[src/sv/rau_pkg.sv]
`default_nettype none
package rau_pkg;

    localparam int OPERAND_WIDTH_DEF = 16;
    localparam int RES_W = 33;

    typedef enum logic [2:0] {
        OP_REDUCE = 3'd0,
        OP_ADD    = 3'd1,
        OP_SUB    = 3'd2,
        OP_MUL    = 3'd3,
        OP_DIV    = 3'd4,
        OP_EQUAL  = 3'd5
    } op_t;

    typedef struct packed {
        logic cap;       // latch request operands
        logic mul;       // register products
        logic comb;      // form unreduced fraction
        logic seed;      // load Euclid operands
        logic start_rem; // divider: g % h
        logic take_rem;  // g <= h, h <= remainder
        logic start_qn;  // divider: n / g
        logic take_qn;
        logic start_qd;  // divider: d / g
        logic take_qd;
        logic set_gz;    // gcd came out zero
        logic save_x;    // keep first reduced fraction (equal request)
        logic load_b;    // second fraction into n, d
        logic fin;       // load result registers
    } cmd_t;

    typedef struct packed {
        logic h_zero;
        logic g_zero;
        logic div_done;
        logic is_eq;
        logic bad_op;
    } status_t;

endpackage
`default_nettype wire

[src/sv/rational_arith_unit_top.sv]
// Sequence: capture, products, unreduced fraction, then Euclid remainder steps on one
//   shared bit-serial divider of width IW = 2*OPERAND_WIDTH+2, then n/g and d/g.
//   A zero gcd skips both quotients; equal requests run a second reduction pass.
//   Unused op codes: go from the product step straight to the strobe.
// Throughput: one transaction at a time; busy drops in the strobe cycle; no receiver stall.
// Reset: rst_n asynchronous active low, returns the controller to idle.
`default_nettype none
module rational_arith_unit_top
    import rau_pkg::*;
#(
    parameter int OPERAND_WIDTH = OPERAND_WIDTH_DEF
)
(
    input  wire logic                            clk,
    input  wire logic                            rst_n,
    // request transaction: taken when start is high and busy is low
    input  wire logic                            start,
    output logic                                 busy,
    input  wire logic [2:0]                      req_type,
    input  wire logic signed [OPERAND_WIDTH-1:0] a_num,
    input  wire logic signed [OPERAND_WIDTH-1:0] a_den,
    input  wire logic signed [OPERAND_WIDTH-1:0] b_num,
    input  wire logic signed [OPERAND_WIDTH-1:0] b_den,
    // result transaction: one-cycle strobe on valid
    output logic                                 valid,
    output logic signed [RES_W-1:0]              res_num,
    output logic signed [RES_W-1:0]              res_den,
    output logic                                 is_equal,
    output logic                                 gcd_zero
);

    cmd_t    cmd;
    status_t status;

    // Controller sequences: capture, products, unreduced fraction, then
    // Euclid remainders until the second operand is zero, then n/g and d/g unless g is zero.
    rau_ctrl u_ctrl (
        .clk    (clk),
        .rst_n  (rst_n),
        .start  (start),
        .busy   (busy),
        .valid  (valid),
        .cmd    (cmd),
        .status (status)
    );

    // Datapath holds operands, three multipliers, Euclid registers and the
    // shared signed divider (truncating quotient and remainder).
    rau_datapath #(
        .OPERAND_WIDTH(OPERAND_WIDTH)
    ) u_dp (
        .clk      (clk),
        .rst_n    (rst_n),
        .cmd      (cmd),
        .status   (status),
        .req_type (req_type),
        .a_num    (a_num),
        .a_den    (a_den),
        .b_num    (b_num),
        .b_den    (b_den),
        .res_num  (res_num),
        .res_den  (res_den),
        .is_equal (is_equal),
        .gcd_zero (gcd_zero)
    );

endmodule
`default_nettype wire

[src/sv/rau_div.sv]
`default_nettype none
module rau_div
    import rau_pkg::*;
#(
    parameter int IW = 34
)
(
    input  wire logic                 clk,
    input  wire logic                 rst_n,
    input  wire logic                 start,
    input  wire logic signed [IW-1:0] dividend,
    input  wire logic signed [IW-1:0] divisor,
    output logic                      done,
    output logic signed [IW-1:0]      quo,
    output logic signed [IW-1:0]      rem
);

    localparam int CW = $clog2(IW + 1);

    logic          busy_reg, busy_next;
    logic          done_reg, done_next;
    logic [CW-1:0] cnt_reg, cnt_next;
    logic [IW-1:0] q_reg, q_next;
    logic [IW-1:0] r_reg, r_next;
    logic [IW-1:0] dv_reg, dv_next;
    logic          nq_reg, nq_next;
    logic          nr_reg, nr_next;

    logic [IW:0]   trial;
    logic [IW:0]   diff;
    logic          ge;

    assign trial = {r_reg, q_reg[IW-1]};
    assign diff  = trial - {1'b0, dv_reg};
    assign ge    = ~diff[IW];

    always_comb
    begin
        busy_next = busy_reg;
        done_next = 1'b0;
        cnt_next  = cnt_reg;
        q_next    = q_reg;
        r_next    = r_reg;
        dv_next   = dv_reg;
        nq_next   = nq_reg;
        nr_next   = nr_reg;
        if (start)
        begin
            busy_next = 1'b1;
            cnt_next  = CW'(IW);
            q_next    = dividend[IW-1] ? IW'(-dividend) : IW'(dividend);
            dv_next   = divisor[IW-1] ? IW'(-divisor) : IW'(divisor);
            r_next    = '0;
            nq_next   = dividend[IW-1] ^ divisor[IW-1];
            nr_next   = dividend[IW-1];
        end
        else if (busy_reg)
        begin
            r_next   = ge ? diff[IW-1:0] : trial[IW-1:0];
            q_next   = {q_reg[IW-2:0], ge};
            cnt_next = cnt_reg - 1'b1;
            if (cnt_reg == CW'(1))
            begin
                busy_next = 1'b0;
                done_next = 1'b1;
            end
        end
    end

    always_ff @(posedge clk or negedge rst_n)
    begin
        if (!rst_n)
        begin
            busy_reg <= 1'b0;
            done_reg <= 1'b0;
            cnt_reg  <= '0;
        end
        else
        begin
            busy_reg <= busy_next;
            done_reg <= done_next;
            cnt_reg  <= cnt_next;
        end
    end

    always_ff @(posedge clk)
    begin
        q_reg  <= q_next;
        r_reg  <= r_next;
        dv_reg <= dv_next;
        nq_reg <= nq_next;
        nr_reg <= nr_next;
    end

    assign done = done_reg;
    assign quo  = nq_reg ? -signed'(q_reg) : signed'(q_reg);
    assign rem  = nr_reg ? -signed'(r_reg) : signed'(r_reg);

endmodule
`default_nettype wire

[src/sv/rau_datapath.sv]
`default_nettype none
module rau_datapath
    import rau_pkg::*;
#(
    parameter int OPERAND_WIDTH = OPERAND_WIDTH_DEF
)
(
    input  wire logic                            clk,
    input  wire logic                            rst_n,
    input  wire cmd_t                            cmd,
    output status_t                              status,
    input  wire logic [2:0]                      req_type,
    input  wire logic signed [OPERAND_WIDTH-1:0] a_num,
    input  wire logic signed [OPERAND_WIDTH-1:0] a_den,
    input  wire logic signed [OPERAND_WIDTH-1:0] b_num,
    input  wire logic signed [OPERAND_WIDTH-1:0] b_den,
    output logic signed [RES_W-1:0]              res_num,
    output logic signed [RES_W-1:0]              res_den,
    output logic                                 is_equal,
    output logic                                 gcd_zero
);

    localparam int W  = OPERAND_WIDTH;
    localparam int PW = 2 * W;
    localparam int IW = 2 * W + 2;

    logic [2:0]            op_reg;
    logic signed [W-1:0]   an_reg, ad_reg, bn_reg, bd_reg;
    logic signed [PW-1:0]  m0_reg, m1_reg, m2_reg;
    logic signed [PW-1:0]  m0_next, m1_next, m2_next;
    logic signed [IW-1:0]  n_reg, d_reg, g_reg, h_reg;
    logic signed [IW-1:0]  n_next, d_next;
    logic signed [IW-1:0]  rn_reg, rd_reg, xn_reg, xd_reg;
    logic                  gz_reg;
    logic signed [RES_W-1:0] res_num_reg, res_den_reg;
    logic                  is_equal_reg, gcd_zero_reg;

    logic                  div_start;
    logic signed [IW-1:0]  div_a, div_b, div_q, div_r;
    logic                  div_done;

    always_comb
    begin
        m0_next = (op_reg == OP_MUL) ? an_reg * bn_reg : an_reg * bd_reg;
        m1_next = bn_reg * ad_reg;
        m2_next = ad_reg * bd_reg;
    end

    // unreduced fraction per operation
    always_comb
    begin
        n_next = '0;
        d_next = '0;
        unique case (op_reg)
            OP_REDUCE, OP_EQUAL:
            begin
                n_next = IW'(an_reg);
                d_next = IW'(ad_reg);
            end
            OP_ADD:
            begin
                if (ad_reg == bd_reg)
                begin
                    n_next = IW'(an_reg) + IW'(bn_reg);
                    d_next = IW'(ad_reg);
                end
                else
                begin
                    n_next = IW'(m0_reg) + IW'(m1_reg);
                    d_next = IW'(m2_reg);
                end
            end
            OP_SUB:
            begin
                if (ad_reg == bd_reg)
                begin
                    n_next = IW'(an_reg) - IW'(bn_reg);
                    d_next = IW'(ad_reg);
                end
                else
                begin
                    n_next = IW'(m0_reg) - IW'(m1_reg);
                    d_next = IW'(m2_reg);
                end
            end
            OP_MUL:
            begin
                n_next = IW'(m0_reg);
                d_next = IW'(m2_reg);
            end
            OP_DIV:
            begin
                n_next = IW'(m0_reg);
                d_next = IW'(m1_reg);
            end
            default:
            begin
                n_next = '0;
                d_next = '0;
            end
        endcase
    end

    always_comb
    begin
        div_start = cmd.start_rem | cmd.start_qn | cmd.start_qd;
        div_a     = cmd.start_rem ? g_reg : (cmd.start_qn ? n_reg : d_reg);
        div_b     = cmd.start_rem ? h_reg : g_reg;
    end

    rau_div #(
        .IW(IW)
    ) u_div (
        .clk      (clk),
        .rst_n    (rst_n),
        .start    (div_start),
        .dividend (div_a),
        .divisor  (div_b),
        .done     (div_done),
        .quo      (div_q),
        .rem      (div_r)
    );

    always_ff @(posedge clk)
    begin
        if (cmd.cap)
        begin
            op_reg <= req_type;
            an_reg <= a_num;
            ad_reg <= a_den;
            bn_reg <= b_num;
            bd_reg <= b_den;
            rn_reg <= '0;
            rd_reg <= '0;
        end
        if (cmd.mul)
        begin
            m0_reg <= m0_next;
            m1_reg <= m1_next;
            m2_reg <= m2_next;
        end
        if (cmd.comb)
        begin
            n_reg <= n_next;
            d_reg <= d_next;
        end
        if (cmd.load_b)
        begin
            n_reg <= IW'(bn_reg);
            d_reg <= IW'(bd_reg);
        end
        if (cmd.seed)
        begin
            g_reg <= (n_reg > d_reg) ? n_reg : d_reg;
            h_reg <= (n_reg > d_reg) ? d_reg : n_reg;
        end
        if (cmd.take_rem)
        begin
            g_reg <= h_reg;
            h_reg <= div_r;
        end
        if (cmd.take_qn)
            rn_reg <= div_q;
        if (cmd.take_qd)
            rd_reg <= div_q;
        if (cmd.save_x)
        begin
            xn_reg <= rn_reg;
            xd_reg <= rd_reg;
        end
    end

    always_ff @(posedge clk or negedge rst_n)
    begin
        if (!rst_n)
        begin
            gz_reg       <= 1'b0;
            res_num_reg  <= '0;
            res_den_reg  <= '0;
            is_equal_reg <= 1'b0;
            gcd_zero_reg <= 1'b0;
        end
        else
        begin
            if (cmd.cap)
                gz_reg <= 1'b0;
            else if (cmd.set_gz)
                gz_reg <= 1'b1;
            if (cmd.fin)
            begin
                if (op_reg == OP_EQUAL || gz_reg)
                begin
                    res_num_reg <= '0;
                    res_den_reg <= '0;
                end
                else
                begin
                    res_num_reg <= RES_W'(rn_reg);
                    res_den_reg <= RES_W'(rd_reg);
                end
                is_equal_reg <= (op_reg == OP_EQUAL) && !gz_reg &&
                                (xn_reg == rn_reg) && (xd_reg == rd_reg);
                gcd_zero_reg <= gz_reg;
            end
        end
    end

    always_comb
    begin
        status.h_zero   = (h_reg == '0);
        status.g_zero   = (g_reg == '0);
        status.div_done = div_done;
        status.is_eq    = (op_reg == OP_EQUAL);
        status.bad_op   = (op_reg > OP_EQUAL);
    end

    assign res_num  = res_num_reg;
    assign res_den  = res_den_reg;
    assign is_equal = is_equal_reg;
    assign gcd_zero = gcd_zero_reg;

endmodule
`default_nettype wire

[src/sv/rau_ctrl.sv]
`default_nettype none
module rau_ctrl
    import rau_pkg::*;
(
    input  wire logic    clk,
    input  wire logic    rst_n,
    input  wire logic    start,
    output logic         busy,
    output logic         valid,
    output cmd_t         cmd,
    input  wire status_t status
);

    typedef enum logic [9:0] {
        S_IDLE = 10'b0000000001,
        S_MUL  = 10'b0000000010,
        S_COMB = 10'b0000000100,
        S_SEED = 10'b0000001000,
        S_CHK  = 10'b0000010000,
        S_REM  = 10'b0000100000,
        S_QN   = 10'b0001000000,
        S_QD   = 10'b0010000000,
        S_NEXT = 10'b0100000000,
        S_FIN  = 10'b1000000000
    } state_t;

    state_t state_reg, state_next;
    logic   pass_reg, pass_next;
    logic   valid_reg, valid_next;

    always_comb
    begin
        state_next = state_reg;
        pass_next  = pass_reg;
        valid_next = 1'b0;
        cmd        = '0;
        unique case (state_reg)
            S_IDLE:
            begin
                if (start)
                begin
                    cmd.cap    = 1'b1;
                    pass_next  = 1'b0;
                    state_next = S_MUL;
                end
            end
            S_MUL:
            begin
                cmd.mul    = 1'b1;
                state_next = status.bad_op ? S_FIN : S_COMB;
            end
            S_COMB:
            begin
                cmd.comb   = 1'b1;
                state_next = S_SEED;
            end
            S_SEED:
            begin
                cmd.seed   = 1'b1;
                state_next = S_CHK;
            end
            S_CHK:
            begin
                if (!status.h_zero)
                begin
                    cmd.start_rem = 1'b1;
                    state_next    = S_REM;
                end
                else if (status.g_zero)
                begin
                    cmd.set_gz = 1'b1;
                    state_next = S_NEXT;
                end
                else
                begin
                    cmd.start_qn = 1'b1;
                    state_next   = S_QN;
                end
            end
            S_REM:
            begin
                if (status.div_done)
                begin
                    cmd.take_rem = 1'b1;
                    state_next   = S_CHK;
                end
            end
            S_QN:
            begin
                if (status.div_done)
                begin
                    cmd.take_qn  = 1'b1;
                    cmd.start_qd = 1'b1;
                    state_next   = S_QD;
                end
            end
            S_QD:
            begin
                if (status.div_done)
                begin
                    cmd.take_qd = 1'b1;
                    state_next  = S_NEXT;
                end
            end
            S_NEXT:
            begin
                if (status.is_eq && !pass_reg)
                begin
                    cmd.save_x = 1'b1;
                    cmd.load_b = 1'b1;
                    pass_next  = 1'b1;
                    state_next = S_SEED;
                end
                else
                    state_next = S_FIN;
            end
            S_FIN:
            begin
                cmd.fin    = 1'b1;
                valid_next = 1'b1;
                state_next = S_IDLE;
            end
            default:
                state_next = S_IDLE;
        endcase
    end

    always_ff @(posedge clk or negedge rst_n)
    begin
        if (!rst_n)
        begin
            state_reg <= S_IDLE;
            pass_reg  <= 1'b0;
            valid_reg <= 1'b0;
        end
        else
        begin
            state_reg <= state_next;
            pass_reg  <= pass_next;
            valid_reg <= valid_next;
        end
    end

    assign busy  = (state_reg != S_IDLE);
    assign valid = valid_reg;

endmodule
`default_nettype wire

[config.mk]
export PLATFORM = sky130hd
export DESIGN_NAME = rational_arith_unit_top
export DESIGN_NICKNAME = d
export VERILOG_FILES = /design/src/sv/rau_pkg.sv /design/src/sv/rational_arith_unit_top.sv /design/src/sv/rau_div.sv /design/src/sv/rau_datapath.sv /design/src/sv/rau_ctrl.sv
export SDC_FILE = /design/constraint.sdc
export NUM_CORES = 2
export LEC_CHECK = 0
export ABC_AREA = 1
export BUFFER_PORTS_ARGS = -buffer_cell sky130_fd_sc_hd__buf_2
export CAP_MARGIN = 20
export CORE_MARGIN = 3
export CORE_UTILIZATION = 62
export CTS_CLUSTER_SIZE = 8
export DETAILED_ROUTE_END_ITERATION = 7
export PLACE_DENSITY = 0.8
export SLEW_MARGIN = 5
export SYNTH_ARGS = -nofsm -noshare
export SYNTH_HDL_FRONTEND = slang
export SYNTH_SLANG_ARGS = --single-unit
[constraint.sdc]
create_clock -name clk -period 8.3 [get_ports clk]
set_input_delay 0.415 -clock clk [delete_from_list [all_inputs] [get_ports clk]]
set_output_delay 0.415 -clock clk [all_outputs]
set_load 0.01 [all_outputs]
==> results.md <==
* Vias/cell at 5.83
* Critical path data arrival time at 7.97 ns
* DR vias at 67,900
* Setup TNS at 0 ns
* Setup CP Type: flop to flop
* Fmax at 133 MHz
* Number of global-route vias before repair at 69,100
* Drt drc at 0
* Synth top area cells: fa_1 27%, edfxtp_1 19%, inv_1 11%, nand2_1 11%, ha_1 8.1%
* Status: completed
* Clock tree buffer depth at 3
* Count of cell types in the netlist at 70
* Syn avg cell area at 8.04 µm²
* Root Driver: clkbuf_16
* Worst Hold Class: input port to async pin
* Most used flip-flop cell after synthesis: edfxtp_1
* CP Capture Type: flop
* Die area at 132,000 µm²
* Clk sinks at 625
* Cell taking the most area after synthesis: fa_1
* Core ar. at 126,000 µm²
* Synth-to-layout area growth at 7.60%
* Gp weighted congestion at 1.00
* Drt total wl at 263,000 µm
* Net Count, Synth at 11,500
* Row Count at 130
* Total CTS buffers at 92
* Final Skew at 0.0719 ns
* First-pass GRT wire length at 404,000 µm
* CP startpoint kind: flop
* Tcrit/Tclk final at 0.909
* DR iter-0 viols at 7,387
* GRT overflow at 0
* Post-Syn Area at 79,300 µm²
* #FFs+latches synth at 625
* Filler cells at 10,200
* Fin. max-slew vios at 0
* Warnings, synthesis at 0
* Ports at 140
* Headroom to the max-slew limit at 0.201
* Drt first pass iters at 6
* Syn Inst Count at 9,869
* # H-tree levels at 3
* RSZ-0062 raised after global routing: false
* Starting Density at 0.628
* Critical Path RT at 8.72 ns
* Min Clock Period, post-route at 7.55 ns
* Die Ht at 364 µm
* Final Hold Fails at 0
* Wirelength per Cell at 22.6 µm
* Proportion of layout cells with a drive suffix above 1 at 0.0511
* Slew @ Worst Pin at 1.20 ns
* CP Max Fanout at 14
* Total Routing Usage GR at 0.403
* EDFF count, synth at 502
* Ys async rst share at 0.142
* Clock-pin slew on the worst setup and hold paths at 0.05 ns
* MaxCap Viol Count at 0
* Final HPWL DP at 207,000 µm
* Number of buffers inserted by post-CTS setup repair at 0
* Nets at 11,600
* Largest net degree at the start of global routing at 110
* Die width at 364 µm
* Setup violations, final at 0
* Clock Latency Late Sink at 0.73 ns
* TritonCTS clock tree: built
* Yosys top cell area share at 0.266
* Port Buffers at 139
* Routed Antenna Nets at 0
* Antenna violations before repair at 8
* Sequential area share after synthesis at 0.227
[cell usage in the layout (no fill, tap or decap), drive strengths merged, types with 51 or more instances in the layout]
master / instances
inv: 2344
nand2: 2301
fa: 1053
nor2: 559
ha: 514
o21ai: 506
edfxtp: 502
a21oi: 438
nand3: 322
buf: 281
clkbuf: 144
xor2: 143
xnor2: 110
dfrtp: 88
nor3: 87
dlygate4sd3: 69
nand4: 65
o211ai: 51
[critical path, stage by stage, from the launching register on]
cell	delay, ns
edfxtp_1	0.90
buf_4	0.31
nand2_1	0.11
inv_1	0.15
fa_1	0.56
fa_1	0.94
fa_1	0.61
fa_1	0.53
inv_1	0.06
fa_1	0.56
inv_1	0.08
fa_1	0.45
ha_1	0.37
nand2_1	0.09
nor2_1	0.18
nand2_1	0.11
o41ai_1	0.70
a21oi_1	0.14
o21ai_0	0.30
nand2_1	0.10
[metal layers]
| metal | wire (µm) | up-vias | share of wire | track usage |
|---|---|---|---|---|
| met5 | 9 | - | 0.000034 | 0 |
| met4 | 20400 | 2 | 0.078 | 0.258 |
| met3 | 25800 | 832 | 0.098 | 0.0752 |
| met2 | 119000 | 3802 | 0.45 | 0.640 |
| met1 | 97200 | 32800 | 0.37 | 0.511 |
| li1 | - | 30500 | - | - |
[cell usage after synthesis (all sizes together), types with 34 or more instances]
library cell	n
a21oi	438
xnor2	110
inv	2346
ha	514
nor2	559
nor3	87
dfrtp	88
o31ai	50
nand2	2301
o21ai	506
o211ai	51
nand4	65
nand3	322
fa	1053
clkbuf	345
buf	36
edfxtp	502
nor4	41
xor2	143
dfxtp	34
[through the flow]
step,cells,util,hold slack [ns],setup slack [ns],instance area (µm²)
after floorplan,9869,-,0.119,2.12,79300
after global placement,11400,0.646,0.369,1.18,81700
after detailed placement,11400,0.646,0.369,1.10,81700
after CTS,11600,0.675,0.137,1.07,85200
after global routing,11600,0.675,0.217,0.530,85300
final,11600,0.675,0.184,0.754,85300
[cells by family (layout without fill, tap and decap cells)]
group | Yosys count | after routing | share of synthesized area
other | 0 | 2 | 0
flip-flops | 625 | 625 | 0.227
XOR/XNOR | 253 | 253 | 0.0279
AO/OA/AOI/OAI | 1259 | 1259 | 0.0907
AND/OR/NAND/NOR | 3431 | 3431 | 0.177
buffers and inverters | 2733 | 2861 | 0.130
multiplexers | 1 | 1 | 0.000142
adder cells (fa/ha/maj) | 1567 | 1567 | 0.347
[final timing paths]
check	startpoint	end	slack, ns	depth (start not counted)
max in group asynchronous	rst_n	u_dp.u_div.done$_DFF_PN0_	6.96	3
setup reg to reg	u_dp.bd_reg[1]$_DFFE_PP_	u_dp.m0_reg[30]$_DFFE_PN_	0.75	19
min in group clk	a_num[10]	u_dp.an_reg[10]$_DFFE_PP_	0.42	2
hold / removal	rst_n	u_dp.res_den[11]$_DFFE_PN0P_	0.18	2
setup / recovery	u_dp.bd_reg[1]$_DFFE_PP_	u_dp.m0_reg[30]$_DFFE_PN_	0.75	19
hold reg to reg	u_dp.rd_reg[27]$_SDFFCE_PN0P_	u_dp.xd_reg[27]$_DFFE_PP_	0.44	0
[cell type report]
class	count	area (µm²)	share of cell area
inverters	2352	8840	0.104
diodes	2	5.00	0.0000586
well taps	1650	2060	0.0242
repair buffers	350	2520	0.0296
clock buffers	144	2540	0.0297
clock inverters	15	348	0.00408
multi-input cells	6511	51000	0.598
flip-flops and latches	625	18000	0.211
[timing repair]
item                      CTS  global route
gates resized for setup     0             0
hold buffers               69             0
hold endpoints to repair  100             0
Power is left out: the tool's default activity adds up to more than one toggle a clock period on the data nets, which glitch-free logic cannot reach.
